--- config.mk ---
export PLATFORM = sky130hd
export DESIGN_NAME = utf8_stream_decode_validate
export DESIGN_NICKNAME = d
export VERILOG_FILES = /design/src/rtl/u8dv_pkg.sv /design/src/rtl/u8dv_front.sv /design/src/rtl/u8dv_queue.sv /design/src/rtl/u8dv_back.sv /design/src/rtl/utf8_stream_decode_validate.sv
export SDC_FILE = /design/constraint.sdc
export NUM_CORES = 1
export LEC_CHECK = 0
export BUFFER_PORTS_ARGS = -buffer_cell sky130_fd_sc_hd__buf_2
export CORE_MARGIN = 2
export CORE_UTILIZATION = 45
export DETAILED_ROUTE_END_ITERATION = 16
export GPL_ROUTABILITY_DRIVEN = 0
export PLACE_DENSITY = 0.61
export SETUP_SLACK_MARGIN = 0.2
export SLEW_MARGIN = 30
export SYNTH_ARGS = -nofsm -noshare
export SYNTH_HDL_FRONTEND = slang
export SYNTH_SLANG_ARGS = --single-unit
--- constraint.sdc ---
create_clock -name clk -period 10.2 [get_ports clk]
set_input_delay 0.51 -clock clk [delete_from_list [all_inputs] [get_ports clk]]
set_output_delay 0.51 -clock clk [all_outputs]
set_load 0.005 [all_outputs]
--- src/rtl/u8dv_pkg.sv ---
// ----------------------------------------------------------------------------
// u8dv_pkg: shared types and constants for the UTF-8 stream decoder
// Byte classes produced by the front end, continuation limits kept by the
// back end, and the queue entry that carries a classified byte between them.
// ----------------------------------------------------------------------------
`timescale 1ns / 1ps
`default_nettype none

package u8dv_pkg;

  // Width of the per-string character counter (saturating).
  localparam int COUNT_WIDTH = 16;
  // Width of the reported character total.
  localparam int TOTAL_WIDTH = 16;
  // Width of a decoded code point.
  localparam int CP_WIDTH    = 21;

  // Queue between front and back end.
  localparam int QUEUE_DEPTH = 4;
  localparam int QUEUE_AW    = $clog2(QUEUE_DEPTH);
  localparam int QUEUE_CW    = $clog2(QUEUE_DEPTH + 1);

  // Class of one raw byte, independent of decoder state.
  typedef enum logic [3:0] {
    BC_ASCII,     // 0x00..0x7F
    BC_LEAD2,     // 0xC2..0xDF
    BC_LEAD3,     // 0xE1..0xEC, 0xEE..0xEF
    BC_LEAD3_E0,  // 0xE0
    BC_LEAD3_ED,  // 0xED
    BC_LEAD4,     // 0xF1..0xF3
    BC_LEAD4_F0,  // 0xF0
    BC_LEAD4_F4,  // 0xF4
    BC_CONT_8X,   // 0x80..0x8F
    BC_CONT_9X,   // 0x90..0x9F
    BC_CONT_AB,   // 0xA0..0xBF
    BC_BAD        // 0xC0, 0xC1, 0xF5..0xFF
  } byte_class_t;

  // Limit on the next continuation byte, set by the lead byte.
  typedef enum logic [2:0] {
    LIM_ANY,  // 0x80..0xBF
    LIM_E0,   // 0xA0..0xBF
    LIM_ED,   // 0x80..0x9F
    LIM_F0,   // 0x90..0xBF
    LIM_F4    // 0x80..0x8F
  } cont_limit_t;

  // One classified request as it travels through the queue.
  typedef struct packed {
    byte_class_t cls;
    logic [7:0]  data;
    logic        eos;
  } item_t;

endpackage : u8dv_pkg

`default_nettype wire

--- src/rtl/u8dv_front.sv ---
// ----------------------------------------------------------------------------
// u8dv_front: input stage and byte classifier
// Accepts one byte request per cycle while the queue keeps taking them,
// classifies it and holds it in a register until the queue takes it.
// ----------------------------------------------------------------------------
`timescale 1ns / 1ps
`default_nettype none

module u8dv_front (
  input  wire logic            clk,
  input  wire logic            rst_n,
  input  wire logic            in_valid,
  output      logic            in_ready,
  input  wire logic [7:0]      in_data_byte,
  input  wire logic            in_end_of_string,
  output      logic            push_valid,
  input  wire logic            push_ready,
  output      u8dv_pkg::item_t push_item
);

  logic                  stage_valid_r;
  logic                  stage_valid_nxt;
  u8dv_pkg::item_t       stage_item_r;
  u8dv_pkg::byte_class_t cls;
  logic                  accept;
  logic                  push;

  // Classify the incoming byte by range.
  always_comb begin
    case (in_data_byte) inside
      [8'h00:8'h7F]:               cls = u8dv_pkg::BC_ASCII;
      [8'h80:8'h8F]:               cls = u8dv_pkg::BC_CONT_8X;
      [8'h90:8'h9F]:               cls = u8dv_pkg::BC_CONT_9X;
      [8'hA0:8'hBF]:               cls = u8dv_pkg::BC_CONT_AB;
      [8'hC2:8'hDF]:               cls = u8dv_pkg::BC_LEAD2;
      8'hE0:                       cls = u8dv_pkg::BC_LEAD3_E0;
      8'hED:                       cls = u8dv_pkg::BC_LEAD3_ED;
      [8'hE1:8'hEC], [8'hEE:8'hEF]: cls = u8dv_pkg::BC_LEAD3;
      8'hF0:                       cls = u8dv_pkg::BC_LEAD4_F0;
      [8'hF1:8'hF3]:               cls = u8dv_pkg::BC_LEAD4;
      8'hF4:                       cls = u8dv_pkg::BC_LEAD4_F4;
      default:                     cls = u8dv_pkg::BC_BAD;
    endcase
  end

  // Handshakes on both sides of the stage register.
  assign push       = stage_valid_r && push_ready;
  assign in_ready   = !stage_valid_r || push_ready;
  assign accept     = in_valid && in_ready;
  assign push_valid = stage_valid_r;
  assign push_item  = stage_item_r;

  always_comb begin
    if (accept) begin
      stage_valid_nxt = 1'b1;
    end else if (push) begin
      stage_valid_nxt = 1'b0;
    end else begin
      stage_valid_nxt = stage_valid_r;
    end
  end

  // Stage valid flag.
  always_ff @(posedge clk) begin
    if (!rst_n) begin
      stage_valid_r <= 1'b0;
    end else begin
      stage_valid_r <= stage_valid_nxt;
    end
  end

  // Stage payload.
  always_ff @(posedge clk) begin
    if (accept) begin
      stage_item_r.cls  <= cls;
      stage_item_r.data <= in_data_byte;
      stage_item_r.eos  <= in_end_of_string;
    end
  end

endmodule : u8dv_front

`default_nettype wire

--- src/rtl/u8dv_queue.sv ---
// ----------------------------------------------------------------------------
// u8dv_queue: small FIFO between front and back end
// Holds classified byte requests so that each side can stall on its own.
// ----------------------------------------------------------------------------
`timescale 1ns / 1ps
`default_nettype none

module u8dv_queue (
  input  wire logic            clk,
  input  wire logic            rst_n,
  input  wire logic            push_valid,
  output      logic            push_ready,
  input  wire u8dv_pkg::item_t push_item,
  output      logic            pop_valid,
  input  wire logic            pop_ready,
  output      u8dv_pkg::item_t pop_item
);

  u8dv_pkg::item_t                   entries_r [u8dv_pkg::QUEUE_DEPTH];
  logic [u8dv_pkg::QUEUE_AW-1:0]     wr_ptr_r;
  logic [u8dv_pkg::QUEUE_AW-1:0]     wr_ptr_nxt;
  logic [u8dv_pkg::QUEUE_AW-1:0]     rd_ptr_r;
  logic [u8dv_pkg::QUEUE_AW-1:0]     rd_ptr_nxt;
  logic [u8dv_pkg::QUEUE_CW-1:0]     count_r;
  logic [u8dv_pkg::QUEUE_CW-1:0]     count_nxt;
  logic                              push;
  logic                              pop;

  assign push_ready = (count_r != u8dv_pkg::QUEUE_CW'(u8dv_pkg::QUEUE_DEPTH));
  assign pop_valid  = (count_r != '0);
  assign pop_item   = entries_r[rd_ptr_r];
  assign push       = push_valid && push_ready;
  assign pop        = pop_valid && pop_ready;

  // Pointer and occupancy updates.
  always_comb begin
    wr_ptr_nxt = push ? wr_ptr_r + 1'b1 : wr_ptr_r;
    rd_ptr_nxt = pop ? rd_ptr_r + 1'b1 : rd_ptr_r;
    count_nxt  = count_r;
    if (push && !pop) begin
      count_nxt = count_r + 1'b1;
    end else if (pop && !push) begin
      count_nxt = count_r - 1'b1;
    end
  end

  always_ff @(posedge clk) begin
    if (!rst_n) begin
      wr_ptr_r <= '0;
      rd_ptr_r <= '0;
      count_r  <= '0;
    end else begin
      wr_ptr_r <= wr_ptr_nxt;
      rd_ptr_r <= rd_ptr_nxt;
      count_r  <= count_nxt;
    end
  end

  // Entry storage.
  always_ff @(posedge clk) begin
    if (push) begin
      entries_r[wr_ptr_r] <= push_item;
    end
  end

endmodule : u8dv_queue

`default_nettype wire

--- src/rtl/u8dv_back.sv ---
// ----------------------------------------------------------------------------
// u8dv_back: sequence decoder and result register
// Runs the strict UTF-8 state machine on classified bytes, counts characters
// and registers one result per byte that completes, breaks or ends a string.
// ----------------------------------------------------------------------------
`timescale 1ns / 1ps
`default_nettype none

module u8dv_back (
  input  wire logic                              clk,
  input  wire logic                              rst_n,
  input  wire logic                              pop_valid,
  output      logic                              pop_ready,
  input  wire u8dv_pkg::item_t                   pop_item,
  output      logic                              out_valid,
  input  wire logic                              out_ready,
  output      logic [u8dv_pkg::CP_WIDTH-1:0]     out_code_point,
  output      logic                              out_char_done,
  output      logic                              out_seq_error,
  output      logic                              out_string_done,
  output      logic                              out_string_valid,
  output      logic [u8dv_pkg::TOTAL_WIDTH-1:0]  out_char_total
);

  // Decoder state.
  logic [1:0]                         pending_r, pending_nxt;
  logic [u8dv_pkg::CP_WIDTH-1:0]      partial_r, partial_nxt;
  u8dv_pkg::cont_limit_t              limit_r, limit_nxt;
  logic                               err_latched_r, err_latched_nxt;
  logic [u8dv_pkg::COUNT_WIDTH-1:0]   tally_r, tally_nxt;

  // Result register.
  logic                               out_valid_r, out_valid_nxt;
  logic [u8dv_pkg::CP_WIDTH-1:0]      cp_r;
  logic                               done_r, err_r, eos_r, str_valid_r;
  logic [u8dv_pkg::TOTAL_WIDTH-1:0]   total_r;

  // Per-byte working values.
  logic                               pop;
  logic                               done;
  logic                               err;
  logic                               cont_ok;
  logic [u8dv_pkg::CP_WIDTH-1:0]      cp;
  logic [u8dv_pkg::CP_WIDTH-1:0]      shifted;
  logic [1:0]                         pend_work;
  logic [63:0]                        tally_wide;
  logic [u8dv_pkg::TOTAL_WIDTH-1:0]   total;
  logic                               has_result;

  assign pop_ready = !out_valid_r || out_ready;
  assign pop       = pop_valid && pop_ready;
  assign shifted   = {partial_r[u8dv_pkg::CP_WIDTH-7:0], pop_item.data[5:0]};

  // Check the byte against the continuation limit left by the lead byte.
  always_comb begin
    case (limit_r)
      u8dv_pkg::LIM_E0: cont_ok = (pop_item.cls == u8dv_pkg::BC_CONT_AB);
      u8dv_pkg::LIM_ED: cont_ok = (pop_item.cls == u8dv_pkg::BC_CONT_8X) ||
                                  (pop_item.cls == u8dv_pkg::BC_CONT_9X);
      u8dv_pkg::LIM_F0: cont_ok = (pop_item.cls == u8dv_pkg::BC_CONT_9X) ||
                                  (pop_item.cls == u8dv_pkg::BC_CONT_AB);
      u8dv_pkg::LIM_F4: cont_ok = (pop_item.cls == u8dv_pkg::BC_CONT_8X);
      default:          cont_ok = (pop_item.cls == u8dv_pkg::BC_CONT_8X) ||
                                  (pop_item.cls == u8dv_pkg::BC_CONT_9X) ||
                                  (pop_item.cls == u8dv_pkg::BC_CONT_AB);
    endcase
  end

  // Decode step for the byte at the head of the queue.
  always_comb begin
    pending_nxt     = pending_r;
    partial_nxt     = partial_r;
    limit_nxt       = limit_r;
    err_latched_nxt = err_latched_r;
    tally_nxt       = tally_r;
    done            = 1'b0;
    err             = 1'b0;
    cp              = '0;
    pend_work       = pending_r;

    if (!err_latched_r) begin
      if (pending_r == 2'd0) begin
        case (pop_item.cls)
          u8dv_pkg::BC_ASCII: begin
            cp   = u8dv_pkg::CP_WIDTH'(pop_item.data);
            done = 1'b1;
          end
          u8dv_pkg::BC_LEAD2: begin
            partial_nxt = u8dv_pkg::CP_WIDTH'(pop_item.data[4:0]);
            pend_work   = 2'd1;
            limit_nxt   = u8dv_pkg::LIM_ANY;
          end
          u8dv_pkg::BC_LEAD3, u8dv_pkg::BC_LEAD3_E0, u8dv_pkg::BC_LEAD3_ED: begin
            partial_nxt = u8dv_pkg::CP_WIDTH'(pop_item.data[3:0]);
            pend_work   = 2'd2;
            if (pop_item.cls == u8dv_pkg::BC_LEAD3_E0) begin
              limit_nxt = u8dv_pkg::LIM_E0;
            end else if (pop_item.cls == u8dv_pkg::BC_LEAD3_ED) begin
              limit_nxt = u8dv_pkg::LIM_ED;
            end else begin
              limit_nxt = u8dv_pkg::LIM_ANY;
            end
          end
          u8dv_pkg::BC_LEAD4, u8dv_pkg::BC_LEAD4_F0, u8dv_pkg::BC_LEAD4_F4: begin
            partial_nxt = u8dv_pkg::CP_WIDTH'(pop_item.data[2:0]);
            pend_work   = 2'd3;
            if (pop_item.cls == u8dv_pkg::BC_LEAD4_F0) begin
              limit_nxt = u8dv_pkg::LIM_F0;
            end else if (pop_item.cls == u8dv_pkg::BC_LEAD4_F4) begin
              limit_nxt = u8dv_pkg::LIM_F4;
            end else begin
              limit_nxt = u8dv_pkg::LIM_ANY;
            end
          end
          default: begin
            err = 1'b1;
          end
        endcase
      end else if (cont_ok) begin
        partial_nxt = shifted;
        limit_nxt   = u8dv_pkg::LIM_ANY;
        pend_work   = pending_r - 2'd1;
        if (pend_work == 2'd0) begin
          cp   = shifted;
          done = 1'b1;
        end
      end else begin
        err = 1'b1;
      end

      // A final byte that leaves a sequence open truncates the string.
      if (pop_item.eos && !err && (pend_work != 2'd0)) begin
        err = 1'b1;
      end

      pending_nxt = pend_work;
      if (err) begin
        err_latched_nxt = 1'b1;
        pending_nxt     = 2'd0;
        partial_nxt     = '0;
        limit_nxt       = u8dv_pkg::LIM_ANY;
      end

      if (done && (tally_r != '1)) begin
        tally_nxt = tally_r + 1'b1;
      end
    end
  end

  // Saturate the counter to the reported width.
  always_comb begin
    tally_wide = 64'(tally_nxt);
    if (tally_wide > 64'(16'hFFFF)) begin
      total = '1;
    end else begin
      total = tally_wide[u8dv_pkg::TOTAL_WIDTH-1:0];
    end
  end

  assign has_result = done || err || pop_item.eos;

  always_comb begin
    if (pop) begin
      out_valid_nxt = has_result;
    end else begin
      out_valid_nxt = out_valid_r && !out_ready;
    end
  end

  // Control state; the end of a string returns the decoder to reset.
  always_ff @(posedge clk) begin
    if (!rst_n) begin
      pending_r     <= 2'd0;
      partial_r     <= '0;
      limit_r       <= u8dv_pkg::LIM_ANY;
      err_latched_r <= 1'b0;
      tally_r       <= '0;
      out_valid_r   <= 1'b0;
    end else begin
      out_valid_r <= out_valid_nxt;
      if (pop) begin
        if (pop_item.eos) begin
          pending_r     <= 2'd0;
          partial_r     <= '0;
          limit_r       <= u8dv_pkg::LIM_ANY;
          err_latched_r <= 1'b0;
          tally_r       <= '0;
        end else begin
          pending_r     <= pending_nxt;
          partial_r     <= partial_nxt;
          limit_r       <= limit_nxt;
          err_latched_r <= err_latched_nxt;
          tally_r       <= tally_nxt;
        end
      end
    end
  end

  // Result payload.
  always_ff @(posedge clk) begin
    if (pop && has_result) begin
      cp_r        <= cp;
      done_r      <= done;
      err_r       <= err;
      eos_r       <= pop_item.eos;
      str_valid_r <= pop_item.eos && !err_latched_nxt;
      total_r     <= pop_item.eos ? total : '0;
    end
  end

  assign out_valid        = out_valid_r;
  assign out_code_point   = cp_r;
  assign out_char_done    = done_r;
  assign out_seq_error    = err_r;
  assign out_string_done  = eos_r;
  assign out_string_valid = str_valid_r;
  assign out_char_total   = total_r;

endmodule : u8dv_back

`default_nettype wire

--- src/rtl/utf8_stream_decode_validate.sv ---
// ----------------------------------------------------------------------------
// utf8_stream_decode_validate: strict UTF-8 stream decoder and validator
// Decodes a byte stream into code points and reports per-string validity.
// ----------------------------------------------------------------------------
// Usage:
//   Each input request carries one byte and an end-of-string flag. A result
//   request is sent for every byte that completes a character, for the
//   first byte that breaks the string, and for the final byte of a string,
//   which also carries the validity flag and the saturating character total.
//   Lead and inner continuation bytes, and bytes after an error, give none.
//   Throughput is one byte per cycle while the receiver keeps taking results:
//   the decode step for one byte is shallow logic in the back end.
//   An accepted byte loads the classifier register, is then written into
//   the four-entry queue, and its decode step then loads the result register
//   and raises out_valid when the byte gives a result.
//   When the receiver stalls the result register holds, the queue fills,
//   and in_ready falls once the queue and classifier register are full.
//   Synchronous reset empties the queue, drops out_valid and clears the
//   decoder state and character count; the end of every string does the
//   same for the decoder state.
// ----------------------------------------------------------------------------
`timescale 1ns / 1ps
`default_nettype none

module utf8_stream_decode_validate (
  input  wire logic                              clk,
  input  wire logic                              rst_n,
  input  wire logic                              in_valid,
  output      logic                              in_ready,
  input  wire logic [7:0]                        in_data_byte,
  input  wire logic                              in_end_of_string,
  output      logic                              out_valid,
  input  wire logic                              out_ready,
  output      logic [u8dv_pkg::CP_WIDTH-1:0]     out_code_point,
  output      logic                              out_char_done,
  output      logic                              out_seq_error,
  output      logic                              out_string_done,
  output      logic                              out_string_valid,
  output      logic [u8dv_pkg::TOTAL_WIDTH-1:0]  out_char_total
);

  logic            push_valid;
  logic            push_ready;
  u8dv_pkg::item_t push_item;
  logic            pop_valid;
  logic            pop_ready;
  u8dv_pkg::item_t pop_item;

  // Input stage and classifier.
  u8dv_front u_front (
    .clk              (clk),
    .rst_n            (rst_n),
    .in_valid         (in_valid),
    .in_ready         (in_ready),
    .in_data_byte     (in_data_byte),
    .in_end_of_string (in_end_of_string),
    .push_valid       (push_valid),
    .push_ready       (push_ready),
    .push_item        (push_item)
  );

  // Queue between the two halves.
  u8dv_queue u_queue (
    .clk        (clk),
    .rst_n      (rst_n),
    .push_valid (push_valid),
    .push_ready (push_ready),
    .push_item  (push_item),
    .pop_valid  (pop_valid),
    .pop_ready  (pop_ready),
    .pop_item   (pop_item)
  );

  // Decoder and result register.
  u8dv_back u_back (
    .clk              (clk),
    .rst_n            (rst_n),
    .pop_valid        (pop_valid),
    .pop_ready        (pop_ready),
    .pop_item         (pop_item),
    .out_valid        (out_valid),
    .out_ready        (out_ready),
    .out_code_point   (out_code_point),
    .out_char_done    (out_char_done),
    .out_seq_error    (out_seq_error),
    .out_string_done  (out_string_done),
    .out_string_valid (out_string_valid),
    .out_char_total   (out_char_total)
  );

endmodule : utf8_stream_decode_validate

`default_nettype wire

==> run summary <==
The first-pass detailed-route iteration total came out at 4. After layout, the worst path uses 31.68% of the clock period. The synthesized netlist net count came out at 551.

Across all layers, the routed design uses 4385 vias. The number of buffers inserted during clock tree synthesis came out at 17. The count of fill cells added during filler insertion is 1241. The type of the setup path with the least slack is register to register. The number of H-tree branching levels is 4.

Summed over all instances, the cell type with the most area after synthesis is edfxtp_1. The signal on the critical path passes through mux4_2 -> a2111o_1 -> nand4_2 -> o32ai_1 -> a21oi_4 -> buf_4. The data required time of the critical path came out at 10.27 ns.

STA classifies the critical path startpoint as a register. The run finished with clean final reports. The number of resized instances in the post-cts repair step came out at 0.

The total buffers and inverters traversed by the critical path is 1. Sorting the synthesized cells by how often they occur yields edfxtp_1, nor2_1, dfxtp_1, and2_1. The met2 global-route usage is 29.00%. Global routing finished with a remaining overflow of 0. The count of hold-fix buffers inserted at cts is 0. The insertion delay of the later-clocked pin in the worst-skew pair is 0.42 ns.

Once placement finished, the instance area stood at 7157 um^2. The total of flip-flops plus latches after synthesis is 154. The final layout contains 599 nets.

The count of nets left with antenna violations once routing finished came out at 0. The number of buffers inserted by post-CTS setup repair came out at 0. The fraction of the yosys area taken by sequential cells came out at 61.10%. The number of buffers added on ports is 55. The final worst slack came out at 6.969 ns. Max-cap violations in this run came to 0. The count of routing violations after the opening detailed-route iteration is 315.

In this run the clock root is driven by a clkbuf_16. The met3 layer usage reported by global route is 4.429%. The number of cell rows came out at 44. The average wire per standard cell is 17.53 um. The cell count after synthesis is 529.

The met1 track utilization from global routing is 22.73%. The DRC violations left is 0. The clock passes through at most 2 buffers. The number of antenna violations at the first check in global routing came out at 0. The total core area is 14640 um^2. The placed wire-length estimate is 8993 um. Among all flip-flop cells after synthesis, the most frequent one is edfxtp_1. At the placement stage, the worst setup path has a slack of 6.563 ns. STA classifies the critical path endpoint as a register.

The clock sink count is 154. The dominant delay contributor by cell family on the critical path is compound AO/OA/AOI/OAI gates. In the post-synthesis netlist, the biggest area contributors are edfxtp_1, dfxtp_1, mux4_2. The synthesis-to-layout area growth is 14.31%. The largest net degree at the start of global routing came out at 43.

The worst-case clock skew came out at 0.008615 ns. The global-route wire length before repair came out at 22140 um. The number of synthesized flops with an enable pin came out at 106. After routing the design area is 7754 um^2. The largest incremental delay on the critical path came out at 0.71 ns.

In the global route stage, overall resource usage came out at 17.88%. The post-route total power is 2.057 mW. The final number of setup-violating endpoints came out at 0.

The area of the multi-input gates came out at 2444 um^2. The die height came out at 126.8 um. The number of standard cells in the final layout excluding fillers came out at 774. The share of synthesized registers carrying an async set or reset came out at 0%. The area taken by flip-flops and latches is 4145 um^2. The die area is 16070 um^2.

The maximum operating frequency came out at 309.5 MHz. The time the final worst path needs with I/O delays and setup came out at 3.231 ns. The slew at the pin with the worst max-slew slack came out at 0.7277 ns.

The largest individual stage delay along the critical path comes from the cell mux4_2. The post-route setup TNS is 0 ns. Of all nets on the critical path, the largest fanout is 42. The number of distinct library cells after synthesis is 71.

The total number of yosys warnings came out at 0. The global routing stage identified its most utilized layer as met2. The number of global-route vias before repair came out at 4258. The mean number of vias per cell came out at 5.665. Once the floorplan was initialized, standard cells occupied 46.32% of the core.

After synthesis the cells add up to 6783 um^2. Setup repair after global routing left no endpoint under its margin. STA puts the critical path data arrival time at 3.30 ns. The tightest min-delay check is of the primary input to register type. The repair_antennas step left the layout with diodes totalling 0.

The final hold violation count is 0. The number of placed instances with taps included came out at 742. Wires add up to 13570 um.

The mean post-synth cell area is 12.82 um^2. The areal power density over the cells is 265.2 nW/um^2. Clock-pin slew was measured on the worst setup and hold paths at 0.06 ns. Summed over all cells, the static leakage comes to 2.693 nW. The peak ir drop on the vdd network is 0.0002192 V.

The final count of pins violating max slew came out at 0. The cell with the most instances after synthesis is edfxtp_1. The fraction of final layout cells with drive strength greater than 1 came out at 21.69%. The tightest slew margin relative to the limit came out at 51.49%.

The proportion of netlist area held by the largest area contributor came out at 46.93%. The chip width came out at 126.8 um. TritonCTS built the clock tree.

The total I/O pin count came out at 56.
cells in the final DEF (no fill, tap or decap), drive strengths merged, types with 5 or more instances in the layout:
cell type  count
a31oi         12
edfxtp       106
buf           57
nor2          56
and4           5
clkbuf        19
a21oi         16
o211ai         8
nor3           6
a22oi         11
inv           21
mux4          12
a32oi          9
mux2i          6
nand3         26
ha             8
and2          27
nor2b          5
xnor2          7
or3            8
o21ai         15
dfxtp         48
nand4          7
xor2          13
nand2         25
sequential cells by signal, indices dropped and copies added, names as in the netlist, named ones only:
signal	cells
u_back.out_char_done	1
u_back.err_latched_r	1
u_queue.entries_r	52
u_back.limit_r	3
u_back.tally_r	16
u_back.out_seq_error	1
u_back.out_valid	1
u_front.push_item	13
u_front.push_valid	1
u_back.partial_r	15
u_back.out_char_total	16
u_queue.count_r	3
u_back.pending_r	2
u_back.out_string_valid	1
u_back.out_string_done	1
u_queue.rd_ptr_r	2
u_queue.wr_ptr_r	2
u_back.out_code_point	21
path summary, 6_finish.rpt:
check,slack (ns),cells past startpoint,from,end
worst max-delay path,6.97,6,register,u_back.out_char_total[2]
worst min-delay path,0.27,1,in_end_of_string,u_front.push_item[0]
worst max register to register,6.97,6,register,u_back.out_char_total[2]
worst min register to register,0.50,0,u_front.push_item[3],u_queue.entries_r[1][3]
metal layers:
layer  wire length, um  vias to the layer above
met5                 0                        -
met1              6074                     2141
met4               327                        0
li1                  -                     2115
met3               590                       24
met2              6573                      105
cells by family (layout without fill, tap and decap cells):
kind of cell	count (synthesis)	after routing	share of synthesized area, %
compound gates	100	100	11.44
xor+xnor	20	20	2.583
fa+ha+maj	9	9	1.771
buf+inv	41	102	3.043
flops	154	154	61.10
mux	20	20	5.202
simple gates	185	185	14.87
final cells by class:
| type | count | area share, % |
|---|---|---|
| clock buffer | 19 | 6.132 |
| sequential | 154 | 53.46 |
| multi-input combinational | 334 | 31.52 |
| timing repair buffer | 57 | 3.744 |
| clock inverter | 13 | 1.549 |
| tap | 184 | 2.969 |
| inverter | 13 | 0.6293 |
report_power, final:
part	internal, mW	switching [mW]	leakage (nW)	total [mW]
logic	0.191	0.348	1.01	0.539
registers	0.830	0.0713	1.40	0.901
clock network	0.350	0.267	0.285	0.617
stage by stage:
step	util, %	hold WS, ns
floorplan	-	0.4536
global placement	48.87	0.4655
detailed placement	48.87	0.4854
CTS	52.94	0.2470
global route	52.95	0.2536
finish	52.95	0.2672
(Power assumes the default switching activity.)
